===== src/rtl/core/fpp_pkg.sv =====
`default_nettype none

package fpp_pkg;

    localparam int unsigned BYTE_W  = 8;
    localparam int unsigned CRC_W   = 16;
    localparam int unsigned COUNT_W = 32;
    localparam int unsigned EVENT_W = 2;
    localparam int unsigned CFG_IDX_W = 2;

    localparam logic [CRC_W-1:0] CRC_POLY = 16'hA001;
    localparam logic [CRC_W-1:0] CRC_INIT = 16'hFFFF;

    // event codes on the result channel
    localparam logic [EVENT_W-1:0] EV_DATA   = 2'd0;
    localparam logic [EVENT_W-1:0] EV_ACCEPT = 2'd1;
    localparam logic [EVENT_W-1:0] EV_REJECT = 2'd2;

    // configuration register indexes
    localparam logic [CFG_IDX_W-1:0] CFG_HEADER_FIRST  = 2'd0;
    localparam logic [CFG_IDX_W-1:0] CFG_HEADER_SECOND = 2'd1;
    localparam logic [CFG_IDX_W-1:0] CFG_MAX_LEN       = 2'd2;

    localparam logic [BYTE_W-1:0] HEADER_FIRST_RST  = 8'hAA;
    localparam logic [BYTE_W-1:0] HEADER_SECOND_RST = 8'h55;
    localparam logic [BYTE_W-1:0] MAX_LEN_RST       = 8'hFF;

    typedef struct packed {
        logic [BYTE_W-1:0] header_first;
        logic [BYTE_W-1:0] header_second;
        logic [BYTE_W-1:0] max_payload_len;
    } cfg_t;

    typedef struct packed {
        logic [EVENT_W-1:0] event_res;
        logic [BYTE_W-1:0]  data_byte;
        logic [BYTE_W-1:0]  byte_index;
        logic [BYTE_W-1:0]  message_id;
        logic [BYTE_W-1:0]  sequence_no;
        logic [BYTE_W-1:0]  length_field;
        logic [COUNT_W-1:0] good_frames;
    } result_t;

    typedef struct packed {
        logic out_valid;
        logic skid_valid;
    } buf_status_t;

    // CRC-16/MODBUS, one byte, LSB first
    function automatic logic [CRC_W-1:0] crc_byte(input logic [CRC_W-1:0] acc,
                                                  input logic [BYTE_W-1:0] b);
        logic [CRC_W-1:0] c;
        c = acc ^ {{(CRC_W-BYTE_W){1'b0}}, b};
        for (int k = 0; k < BYTE_W; k++) begin
            if (c[0]) begin
                c = (c >> 1) ^ CRC_POLY;
            end else begin
                c = c >> 1;
            end
        end
        return c;
    endfunction

endpackage

`default_nettype wire


===== src/rtl/core/fpp_parser.sv =====
`default_nettype none

module fpp_parser (
    input  wire logic            aclk,
    input  wire logic            aresetn,
    input  wire logic            accept,
    input  wire logic [7:0]      rx_byte,
    input  wire fpp_pkg::cfg_t   cfg,
    output logic                 res_valid,
    output fpp_pkg::result_t     res
);

    localparam logic [2:0] PH_HEAD0 = 3'd0;
    localparam logic [2:0] PH_HEAD1 = 3'd1;
    localparam logic [2:0] PH_ID    = 3'd2;
    localparam logic [2:0] PH_SEQ   = 3'd3;
    localparam logic [2:0] PH_LEN   = 3'd4;
    localparam logic [2:0] PH_DATA  = 3'd5;
    localparam logic [2:0] PH_CRCLO = 3'd6;
    localparam logic [2:0] PH_CRCHI = 3'd7;

    logic [2:0]  phase_reg, phase_next;
    logic [15:0] crc_reg, crc_next;
    logic [7:0]  crc_lo_reg, crc_lo_next;
    logic [7:0]  pos_reg, pos_next;
    logic [7:0]  id_reg, id_next;
    logic [7:0]  seq_reg, seq_next;
    logic [7:0]  len_reg, len_next;
    logic [31:0] count_reg, count_next;

    logic [15:0] crc_upd;
    logic [7:0]  pos_inc;

    assign crc_upd = fpp_pkg::crc_byte(crc_reg, rx_byte);
    assign pos_inc = pos_reg + 8'd1;

    always_comb begin
        phase_next  = phase_reg;
        crc_next    = crc_reg;
        crc_lo_next = crc_lo_reg;
        pos_next    = pos_reg;
        id_next     = id_reg;
        seq_next    = seq_reg;
        len_next    = len_reg;
        count_next  = count_reg;
        res_valid   = 1'b0;
        res.event_res    = fpp_pkg::EV_DATA;
        res.data_byte    = 8'd0;
        res.byte_index   = 8'd0;
        res.message_id   = id_reg;
        res.sequence_no  = seq_reg;
        res.length_field = len_reg;
        res.good_frames  = count_reg;
        if (accept) begin
            case (phase_reg)
                PH_HEAD0: begin
                    if (rx_byte == cfg.header_first) begin
                        phase_next = PH_HEAD1;
                    end
                end
                PH_HEAD1: begin
                    // a wrong second byte is not retried as a first header byte
                    if (rx_byte == cfg.header_second) begin
                        phase_next = PH_ID;
                        crc_next   = fpp_pkg::CRC_INIT;
                        pos_next   = 8'd0;
                    end else begin
                        phase_next = PH_HEAD0;
                    end
                end
                PH_ID: begin
                    id_next    = rx_byte;
                    crc_next   = crc_upd;
                    phase_next = PH_SEQ;
                end
                PH_SEQ: begin
                    seq_next   = rx_byte;
                    crc_next   = crc_upd;
                    phase_next = PH_LEN;
                end
                PH_LEN: begin
                    len_next = rx_byte;
                    crc_next = crc_upd;
                    pos_next = 8'd0;
                    // drop oversize frames silently
                    if (rx_byte > cfg.max_payload_len) begin
                        phase_next = PH_HEAD0;
                    end else if (rx_byte == 8'd0) begin
                        phase_next = PH_CRCLO;
                    end else begin
                        phase_next = PH_DATA;
                    end
                end
                PH_DATA: begin
                    crc_next       = crc_upd;
                    res_valid      = 1'b1;
                    res.data_byte  = rx_byte;
                    res.byte_index = pos_reg;
                    pos_next       = pos_inc;
                    if (pos_inc >= len_reg) begin
                        phase_next = PH_CRCLO;
                    end
                end
                PH_CRCLO: begin
                    crc_lo_next = rx_byte;
                    phase_next  = PH_CRCHI;
                end
                PH_CRCHI: begin
                    phase_next = PH_HEAD0;
                    res_valid  = 1'b1;
                    if ({rx_byte, crc_lo_reg} == crc_reg) begin
                        count_next      = count_reg + 32'd1;
                        res.event_res   = fpp_pkg::EV_ACCEPT;
                        res.good_frames = count_reg + 32'd1;
                    end else begin
                        res.event_res = fpp_pkg::EV_REJECT;
                    end
                end
                default: begin
                    phase_next = PH_HEAD0;
                end
            endcase
        end
    end

    always_ff @(posedge aclk) begin
        if (!aresetn) begin
            phase_reg  <= PH_HEAD0;
            crc_reg    <= fpp_pkg::CRC_INIT;
            crc_lo_reg <= 8'd0;
            pos_reg    <= 8'd0;
            id_reg     <= 8'd0;
            seq_reg    <= 8'd0;
            len_reg    <= 8'd0;
            count_reg  <= 32'd0;
        end else begin
            phase_reg  <= phase_next;
            crc_reg    <= crc_next;
            crc_lo_reg <= crc_lo_next;
            pos_reg    <= pos_next;
            id_reg     <= id_next;
            seq_reg    <= seq_next;
            len_reg    <= len_next;
            count_reg  <= count_next;
        end
    end

endmodule

`default_nettype wire


===== src/rtl/core/fpp_out_buf.sv =====
`default_nettype none

module fpp_out_buf (
    input  wire logic              aclk,
    input  wire logic              aresetn,
    input  wire logic              push,
    input  wire fpp_pkg::result_t  push_data,
    output logic                   in_ready,
    output logic                   out_valid,
    input  wire logic              out_ready,
    output fpp_pkg::result_t       out_data,
    output fpp_pkg::buf_status_t   status
);

    logic             out_valid_reg, out_valid_next;
    logic             skid_valid_reg, skid_valid_next;
    fpp_pkg::result_t out_reg, out_next;
    fpp_pkg::result_t skid_reg, skid_next;
    logic             pop;

    assign pop       = out_valid_reg && out_ready;
    assign in_ready  = !skid_valid_reg;
    assign out_valid = out_valid_reg;
    assign out_data  = out_reg;
    assign status.out_valid  = out_valid_reg;
    assign status.skid_valid = skid_valid_reg;

    always_comb begin
        out_valid_next  = out_valid_reg;
        skid_valid_next = skid_valid_reg;
        out_next        = out_reg;
        skid_next       = skid_reg;
        if (skid_valid_reg) begin
            // advance the skid entry once the output is taken
            if (pop) begin
                out_next        = skid_reg;
                skid_valid_next = 1'b0;
            end
        end else if (push) begin
            if (!out_valid_reg || pop) begin
                out_next       = push_data;
                out_valid_next = 1'b1;
            end else begin
                skid_next       = push_data;
                skid_valid_next = 1'b1;
            end
        end else if (pop) begin
            out_valid_next = 1'b0;
        end
    end

    always_ff @(posedge aclk) begin
        if (!aresetn) begin
            out_valid_reg  <= 1'b0;
            skid_valid_reg <= 1'b0;
        end else begin
            out_valid_reg  <= out_valid_next;
            skid_valid_reg <= skid_valid_next;
        end
        out_reg  <= out_next;
        skid_reg <= skid_next;
    end

endmodule

`default_nettype wire


===== src/rtl/core/framed_packet_parser_crc16_unit.sv =====
// Channel   Direction  Handshake          Payload
// s_        in         s_valid/s_ready    s_rx_byte
// m_        out        m_valid/m_ready    m_event_res .. m_good_frames
// cfg_      in         cfg_wr_en only     cfg_index, cfg_wdata
//
// One received byte is taken every cycle while s_ready is high; the byte-wide
// CRC update and the frame state step sit between the input and the output
// register. Each result is registered before it appears on m_.
// An output register plus one skid entry decouple the sides: s_ready drops
// only while both hold a request, i.e. after m_ has stalled for two results.
// aresetn is synchronous; reset returns the hunt and restores the headers and length limit.
`default_nettype none

module framed_packet_parser_crc16_unit (
    input  wire logic        aclk,
    input  wire logic        aresetn,
    input  wire logic        s_valid,
    output logic             s_ready,
    input  wire logic [7:0]  s_rx_byte,
    output logic             m_valid,
    input  wire logic        m_ready,
    output logic [1:0]       m_event_res,
    output logic [7:0]       m_data_byte,
    output logic [7:0]       m_byte_index,
    output logic [7:0]       m_message_id,
    output logic [7:0]       m_sequence_no,
    output logic [7:0]       m_length_field,
    output logic [31:0]      m_good_frames,
    input  wire logic        cfg_wr_en,
    input  wire logic [1:0]  cfg_index,
    input  wire logic [7:0]  cfg_wdata
);

    fpp_pkg::cfg_t        cfg_reg, cfg_next;
    fpp_pkg::result_t     res;
    fpp_pkg::result_t     out_data;
    fpp_pkg::buf_status_t buf_status;
    logic                 res_valid;
    logic                 accept;

    assign accept = s_valid && s_ready;

    always_comb begin
        cfg_next = cfg_reg;
        if (cfg_wr_en) begin
            case (cfg_index)
                fpp_pkg::CFG_HEADER_FIRST:  cfg_next.header_first    = cfg_wdata;
                fpp_pkg::CFG_HEADER_SECOND: cfg_next.header_second   = cfg_wdata;
                fpp_pkg::CFG_MAX_LEN:       cfg_next.max_payload_len = cfg_wdata;
                default: begin
                    cfg_next = cfg_reg;
                end
            endcase
        end
    end

    always_ff @(posedge aclk) begin
        if (!aresetn) begin
            cfg_reg.header_first    <= fpp_pkg::HEADER_FIRST_RST;
            cfg_reg.header_second   <= fpp_pkg::HEADER_SECOND_RST;
            cfg_reg.max_payload_len <= fpp_pkg::MAX_LEN_RST;
        end else begin
            cfg_reg <= cfg_next;
        end
    end

    fpp_parser u_parser (
        .aclk      (aclk),
        .aresetn   (aresetn),
        .accept    (accept),
        .rx_byte   (s_rx_byte),
        .cfg       (cfg_reg),
        .res_valid (res_valid),
        .res       (res)
    );

    fpp_out_buf u_out_buf (
        .aclk      (aclk),
        .aresetn   (aresetn),
        .push      (res_valid),
        .push_data (res),
        .in_ready  (s_ready),
        .out_valid (m_valid),
        .out_ready (m_ready),
        .out_data  (out_data),
        .status    (buf_status)
    );

    assign m_event_res    = out_data.event_res;
    assign m_data_byte    = out_data.data_byte;
    assign m_byte_index   = out_data.byte_index;
    assign m_message_id   = out_data.message_id;
    assign m_sequence_no  = out_data.sequence_no;
    assign m_length_field = out_data.length_field;
    assign m_good_frames  = out_data.good_frames;

`ifndef SYNTHESIS
    a_skid_needs_out: assert property (@(posedge aclk) disable iff (!aresetn)
        buf_status.skid_valid |-> buf_status.out_valid)
        else $error("skid entry held with empty output register");

    a_full_holds: assert property (@(posedge aclk) disable iff (!aresetn)
        (buf_status.skid_valid && !m_ready) |=> (buf_status.skid_valid && !s_ready))
        else $error("stalled buffer lost a request");

    a_event_code: assert property (@(posedge aclk) disable iff (!aresetn)
        m_valid |-> (m_event_res == fpp_pkg::EV_DATA || m_event_res == fpp_pkg::EV_ACCEPT
                     || m_event_res == fpp_pkg::EV_REJECT))
        else $error("undefined event code on output");

    a_no_push_when_full: assert property (@(posedge aclk) disable iff (!aresetn)
        buf_status.skid_valid |-> !res_valid)
        else $error("result produced while buffer full");
`endif

endmodule

`default_nettype wire

===== config.mk =====
export PLATFORM = sky130hd
export DESIGN_NAME = framed_packet_parser_crc16_unit
export DESIGN_NICKNAME = d
export VERILOG_FILES = /design/src/rtl/core/fpp_pkg.sv /design/src/rtl/core/fpp_parser.sv /design/src/rtl/core/fpp_out_buf.sv /design/src/rtl/core/framed_packet_parser_crc16_unit.sv
export SDC_FILE = /design/constraint.sdc
export NUM_CORES = 1
export LEC_CHECK = 0
export BUFFER_PORTS_ARGS = -buffer_cell sky130_fd_sc_hd__buf_2
export CAP_MARGIN = 0
export CORE_UTILIZATION = 45
export DETAILED_ROUTE_END_ITERATION = 10
export PLACE_DENSITY = 0.64
export SYNTH_ARGS = -nofsm -noshare
export SYNTH_HDL_FRONTEND = slang
export SYNTH_SLANG_ARGS = --single-unit

===== constraint.sdc =====
create_clock -name aclk -period 11.1 [get_ports aclk]
set_input_delay 2.775 -clock aclk [delete_from_list [all_inputs] [get_ports aclk]]
set_output_delay 2.775 -clock aclk [all_outputs]
set_load 0.1 [all_outputs]

== Word-level counts from Yosys, hierarchy flattened ==
Index checks and enable logic that the tools add are counted.
Cells by class
  add/sub/neg operators: 2
  magnitude comparators: 2
  equal/unequal tests: 17
  multiplexer cells: 38
  bitwise operators: 11
  reductions and logical operators: 28
Operator list (count)
  74-bit two-way mux: 4
  16-bit two-way mux: 10
  32-bit two-way mux: 3
  32-bit by 1-bit adder with 32-bit output, second input constant: 1
  16-bit one-hot mux with 2 select lines: 1
  2-bit NOT with 3-bit output: 8
  3-bit one-hot mux with 8 select lines: 1
  8-bit one-hot mux with 3 select lines: 1
  18-bit two-way mux: 1
  3-bit AND reduction: 6
  16-bit equality test: 1
  8-bit equality test: 2
  16-bit by 8-bit XOR with 16-bit output: 1
  2-bit AND reduction: 7
  3-bit equality test, second input constant: 4
  1-bit two-way mux: 9
  3-bit two-way mux: 3
  8-bit by 1-bit adder with 8-bit output, second input constant: 1
  8-bit greater-or-equal comparator: 1
  8-bit > comparator: 1
  8-bit zero test: 1
  2-bit two-way mux: 4
  8-bit two-way mux: 1
  2-bit by 1-bit != test with 1-bit output, second input constant: 4
  other kinds (15): 22
Storage, ports and cells
  bits in registers: 265
  input bits: 23
  output and inout bits: 76
  logic and storage cells: 125

== Logic depth before layout (Yosys ltp) ==
  depth in word-level cells: 18
  gate-level depth with buffers: 10
  gate-level depth less buffers: 10

== By module ==
From an unflattened synthesis, not the netlist that was laid out.
Unflattened totals
  cell total of the unflattened synthesis: 947
  area total of the unflattened synthesis: 11695.0 um^2
By module, submodules not included
  fpp_out_buf: instances 1, cells an instance 247, area each 5496.5 um^2, seq. area each 4484.3 um^2
  fpp_parser: instances 1, cells an instance 599, area each 5186.2 um^2, seq. area each 1821.7 um^2
  framed_packet_parser_crc16_unit: instances 1, cells an instance 101, area each 1012.2 um^2, seq. area each 480.5 um^2

== Worst setup path before layout ==
No wires, ideal clock.
  path kind: input -> register
  from: input s_valid
  to: register u_out_buf.skid_reg[0] (netlist name) (enable)
  library setup time: 614 ps
  arrival: 8513 ps
  required time: 10486 ps
  setup slack: 1973 ps
  stages on the path: 3
  buffers on the path: 0
  cell sequence: nor2b_2 -> nand3_1 -> nor3b_1
Between the ends
  cells in the longest elaborated chain, start to end: 3
RTL lines
  start: declaration: RTL line framed_packet_parser_crc16_unit.sv:17  | input wire logic s_valid,
  1-bit logical AND: RTL line framed_packet_parser_crc16_unit.sv:41  | assign accept = s_valid && s_ready;
  1-bit two-way mux: RTL line fpp_parser.sv:54  | if (accept) begin
  3-bit AND reduction (no source line)
  end signal: assignment: RTL line fpp_out_buf.sv:61  | skid_reg <= skid_next;
  end: declaration: RTL line fpp_out_buf.sv:18  | fpp_pkg::result_t skid_reg, skid_next;
Every way passes these cells.
A chain may end at the register's enable or synchronous reset.

==> impl_summary.md <==
Clock network
The later pin in the worst-skew pair is clocked with a latency of approximately 0.54 ns. Post-CTS timing repair inserted 0 buffers for setup. The clock tree from TritonCTS is done.

CTS built an H-tree with a depth of 1. The clock transition at the registers of the reported paths is 0.06 ns. In this run, post-CTS repair resized a total of 0 instances.

The clock passes through at most 3 buffers. Clock tree synthesis found a total of 265 sinks. TritonCTS created 28 clock buffers. In this run, post-CTS hold repair placed 0 buffers.

The tree is rooted in a sky130_fd_sc_hd__clkbuf_16.

Finish
The fraction of the core area covered by cells at the end of the flow is 52.57%. The number of antenna diodes in the final layout is 0. The ratio of cells with drive above 1 in the final layout is between 20% and 30%. The area added between synthesis and finish is 14.82%. At the end of the flow, the number of nets in the layout was 1053.

Logic synthesis
The mapped cell area is 11500 sq um. The commonest cells after synthesis are 148 x sky130_fd_sc_hd__edfxtp_1, 117 x sky130_fd_sc_hd__dfxtp_1, 52 x sky130_fd_sc_hd__and2_1, 52 x sky130_fd_sc_hd__nand2_1. Yosys printed 0 warnings.

The mean instance size in the synthesized netlist is 12.48 sq um. The net count of the mapped netlist is 962. The flip-flop cell with the highest count after synthesis is sky130_fd_sc_hd__edfxtp_1. Synthesis instantiated 59 different standard cells from the library.

The most numerous cell in the Yosys netlist is sky130_fd_sc_hd__edfxtp_1. The proportion of netlist area held by the largest area contributor is 38.66%. Counting flops and latches in the post-synthesis netlist gives 265. The number of enable flip-flop cells after synthesis is between 100 and 150. By area the synthesized netlist is led by sky130_fd_sc_hd__edfxtp_1 39%, sky130_fd_sc_hd__dfxtp_1 20%, sky130_fd_sc_hd__mux2_2 4.8%. Summed over all instances, the cell type with the most area after synthesis is sky130_fd_sc_hd__edfxtp_1. The proportion of register bits with asynchronous set or reset after synthesis is 0%.

Counting every instance in the synthesized netlist gives 921. Sequential cells were found to cover around three fifths of the synthesized design area.

Timing
The ratio of final minimum period to clock period is around 45%. Setup repair after global routing left no endpoint under its margin. The clock period minus worst slack is 4.993 ns. For the pin with the worst max-slew slack, the measured transition is 1.033 ns. Measured against its own limit, the worst slew margin works out to slightly above 30%.

The setup TNS is 0 ns. Based on the critical path, the design can be clocked at up to 200.3 MHz. The hold violation total from the final report is 0. The worst-case clock skew is ~0.018 ns. The number of setup violations in the final report is 0. The number of pins exceeding their max-slew limit in the final report is 0.

Worst setup path
The signal on the critical path passes through buf_2 -> xnor2_1 -> nand4_1 -> nor4_4 -> nand4_4 -> nor3_1 -> xor2_1 -> mux2_2. The setup path with the least slack is of type in2reg. Data on the critical path is required at its endpoint by roughly 11 ns.

Of all nets on the critical path, the largest fanout is 11. STA classifies the critical path startpoint as an input pin. The number of buffers and inverters on the critical path is 1. The largest incremental delay on the critical path is 0.87 ns. The slowest cell on the critical path is sky130_fd_sc_hd__nor4_4. The kind of end point of the critical path is a register.

In this design, the largest share of critical-path delay is due to simple AND/OR/NAND/NOR gates. The endpoint arrival time on the critical path is 5.29 ns.

GRT
The pin count of the biggest net entering global routing is 94. The initial antenna violation count is 0. The number of global-route vias before repair was 6702.

Global routing used around a quarter of the available met1 tracks. The sum of overflow across all layers after global routing is 0. Global routing consumed, over all layers together, 17.37% of the routing resources. The met2 global-route usage is 27.55%. The first global-routing pass estimated 36200 microns of wire. For this run, global-route usage on met3 was measured as 2.809%. The most crowded layer after global routing is met2.

Power and ir drop
The worst-case IR drop observed on VDD is 0.08434 mV. In this run the static leakage power is 0.005184 uW. In this run the power density over the cells is roughly 150 nW/um^2.

Place
The HPWL after detailed placement is between 10000 and 15000 microns. In this run the tool buffered the top-level ports with 98 buffer cells. Routability-driven placement finished with a final weighted congestion of 0.7699.

Route
After detailed routing, the average wire length per cell comes to 16.68 microns. The number of violations reported at the end of detailed-routing iteration 0 is between 300 and 400. The via count normalized by instance count is 5.056. For this run, design rule violations remaining after detail routing come to 0. The number of iterations in the first detailed-routing pass is 4. The total wirelength of the detailed-routed design is around 23000 microns. Once detail routing completed, the nets flagged for antenna violations numbered 0. Summing over every cut layer, the via total after detailed routing is 6896.

Status
The flow ran to the end, and the final reports show no timing, DRC or antenna violations.

Floorplanning
The starting utilization of the core area is 45.78%. The placeable core region is 25110 sq um. In this run the count of I/O pins placed on the die edge is 99. The die area is ~26000 sq um. From bottom edge to top edge, the die measures 161.8 microns. The number of cell rows is 58. From left edge to right edge, the die measures 161.8 microns.

Run
The count of max-cap constraint violations is 0.

Worst hold path
The tightest min-delay check is of the reg2reg type.
cell usage in the layout, fill, tap and decap left out, drive strengths merged, types with 8 or more instances in the layout:
master	Yosys	final
nand4	16	16
nand3	17	17
clkinv	1	14
a21o	22	22
nor2b	46	46
edfxtp	148	148
nor2	46	46
dfxtp	117	117
xor2	35	35
clkbuf	29	32
nor3	23	23
mux2	50	50
and3	11	11
o211ai	8	8
inv	28	28
ha	18	18
o21ai	33	33
and2	53	53
nand2	52	52
xnor2	54	54
mux2i	47	47
buf	18	108
where the power goes:
part	switching (uW)	internal [uW]
Combinational	32.1	23.6
Sequential	1.75	1030
Clock	379	574
Total	413	1630
per-stage QoR:
stage / setup slack, ns / hold slack [ns] / cells / total power, uW / cell area, sq um
6_report: 6.107 / 0.4576 / 1364 / 2040 / 13200
5_1_grt: 5.871 / 0.4753 / 1364 / 2104 / 13200
4_1_cts: 6.085 / 0.4590 / 1364 / 2065 / 13200
3_5_place_dp: 5.510 / 0.4448 / 1312 / 1108 / 12250
3_3_place_gp: 5.574 / 0.4396 / 1312 / 1107 / 12250
2_1_floorplan: 1.973 / 0.4256 / 921 / 1093 / 11500
path summary, 6_finish.rpt:
kind | start | end | slack, ns | cells after the start
min reg2reg | u_parser.len_reg[2]$_SDFFE_PN0P_ | u_out_buf.skid_reg[34]$_DFFE_PP_ | 0.46 | 0
max | s_rx_byte[6] | u_out_buf.out_data[19]$_DFFE_PP_ | 6.11 | 8
min | u_parser.len_reg[2]$_SDFFE_PN0P_ | u_out_buf.skid_reg[34]$_DFFE_PP_ | 0.46 | 0
max reg2reg | u_parser.crc_reg[3]$_SDFFE_PN1P_ | u_out_buf.out_data[19]$_DFFE_PP_ | 8.22 | 7
worst reg2reg max path, cell delays in order, from the launching register on:
cell,delay [ns]
sky130_fd_sc_hd__dfxtp_1,0.40
sky130_fd_sc_hd__xnor2_1,0.17
sky130_fd_sc_hd__nand4_1,0.17
sky130_fd_sc_hd__nor4_4,0.87
sky130_fd_sc_hd__nand4_4,0.34
sky130_fd_sc_hd__nor3_1,0.29
sky130_fd_sc_hd__xor2_1,0.13
sky130_fd_sc_hd__mux2_2,0.28
cell type report:
type                       count  area (sq um)
fill                        2219         11910
sequential                   265          6788
multi-input combinational    580          4372
clock buffer                  32         747.0
timing repair buffer         108         565.5
tap                          330         412.9
clock inverter                20         206.4
inverter                      29         108.9
metal layers:
| layer | routed length [microns] | vias to the layer above | share of wire, % |
|---|---|---|---|
| met4 | 421 | 0 | 1.9 |
| met3 | 947 | 31 | 4.2 |
| li1 | - | 3416 | - |
| met2 | 10350 | 135 | 45 |
| met1 | 11040 | 3314 | 49 |
| met5 | 0 | - | 0 |
logic make-up (layout without fill, tap and decap cells):
logic type | count (synthesis) | count (layout) | share of synthesized area [%]
fa+ha+maj | 18 | 18 | 1.959
compound gates | 91 | 91 | 5.181
simple gates | 283 | 283 | 14.28
mux | 97 | 97 | 9.023
buf+inv | 76 | 189 | 3.025
flops | 265 | 265 | 59.03
xor+xnor | 91 | 91 | 7.499
No activity file was read; power rests on OpenSTA's default activity.
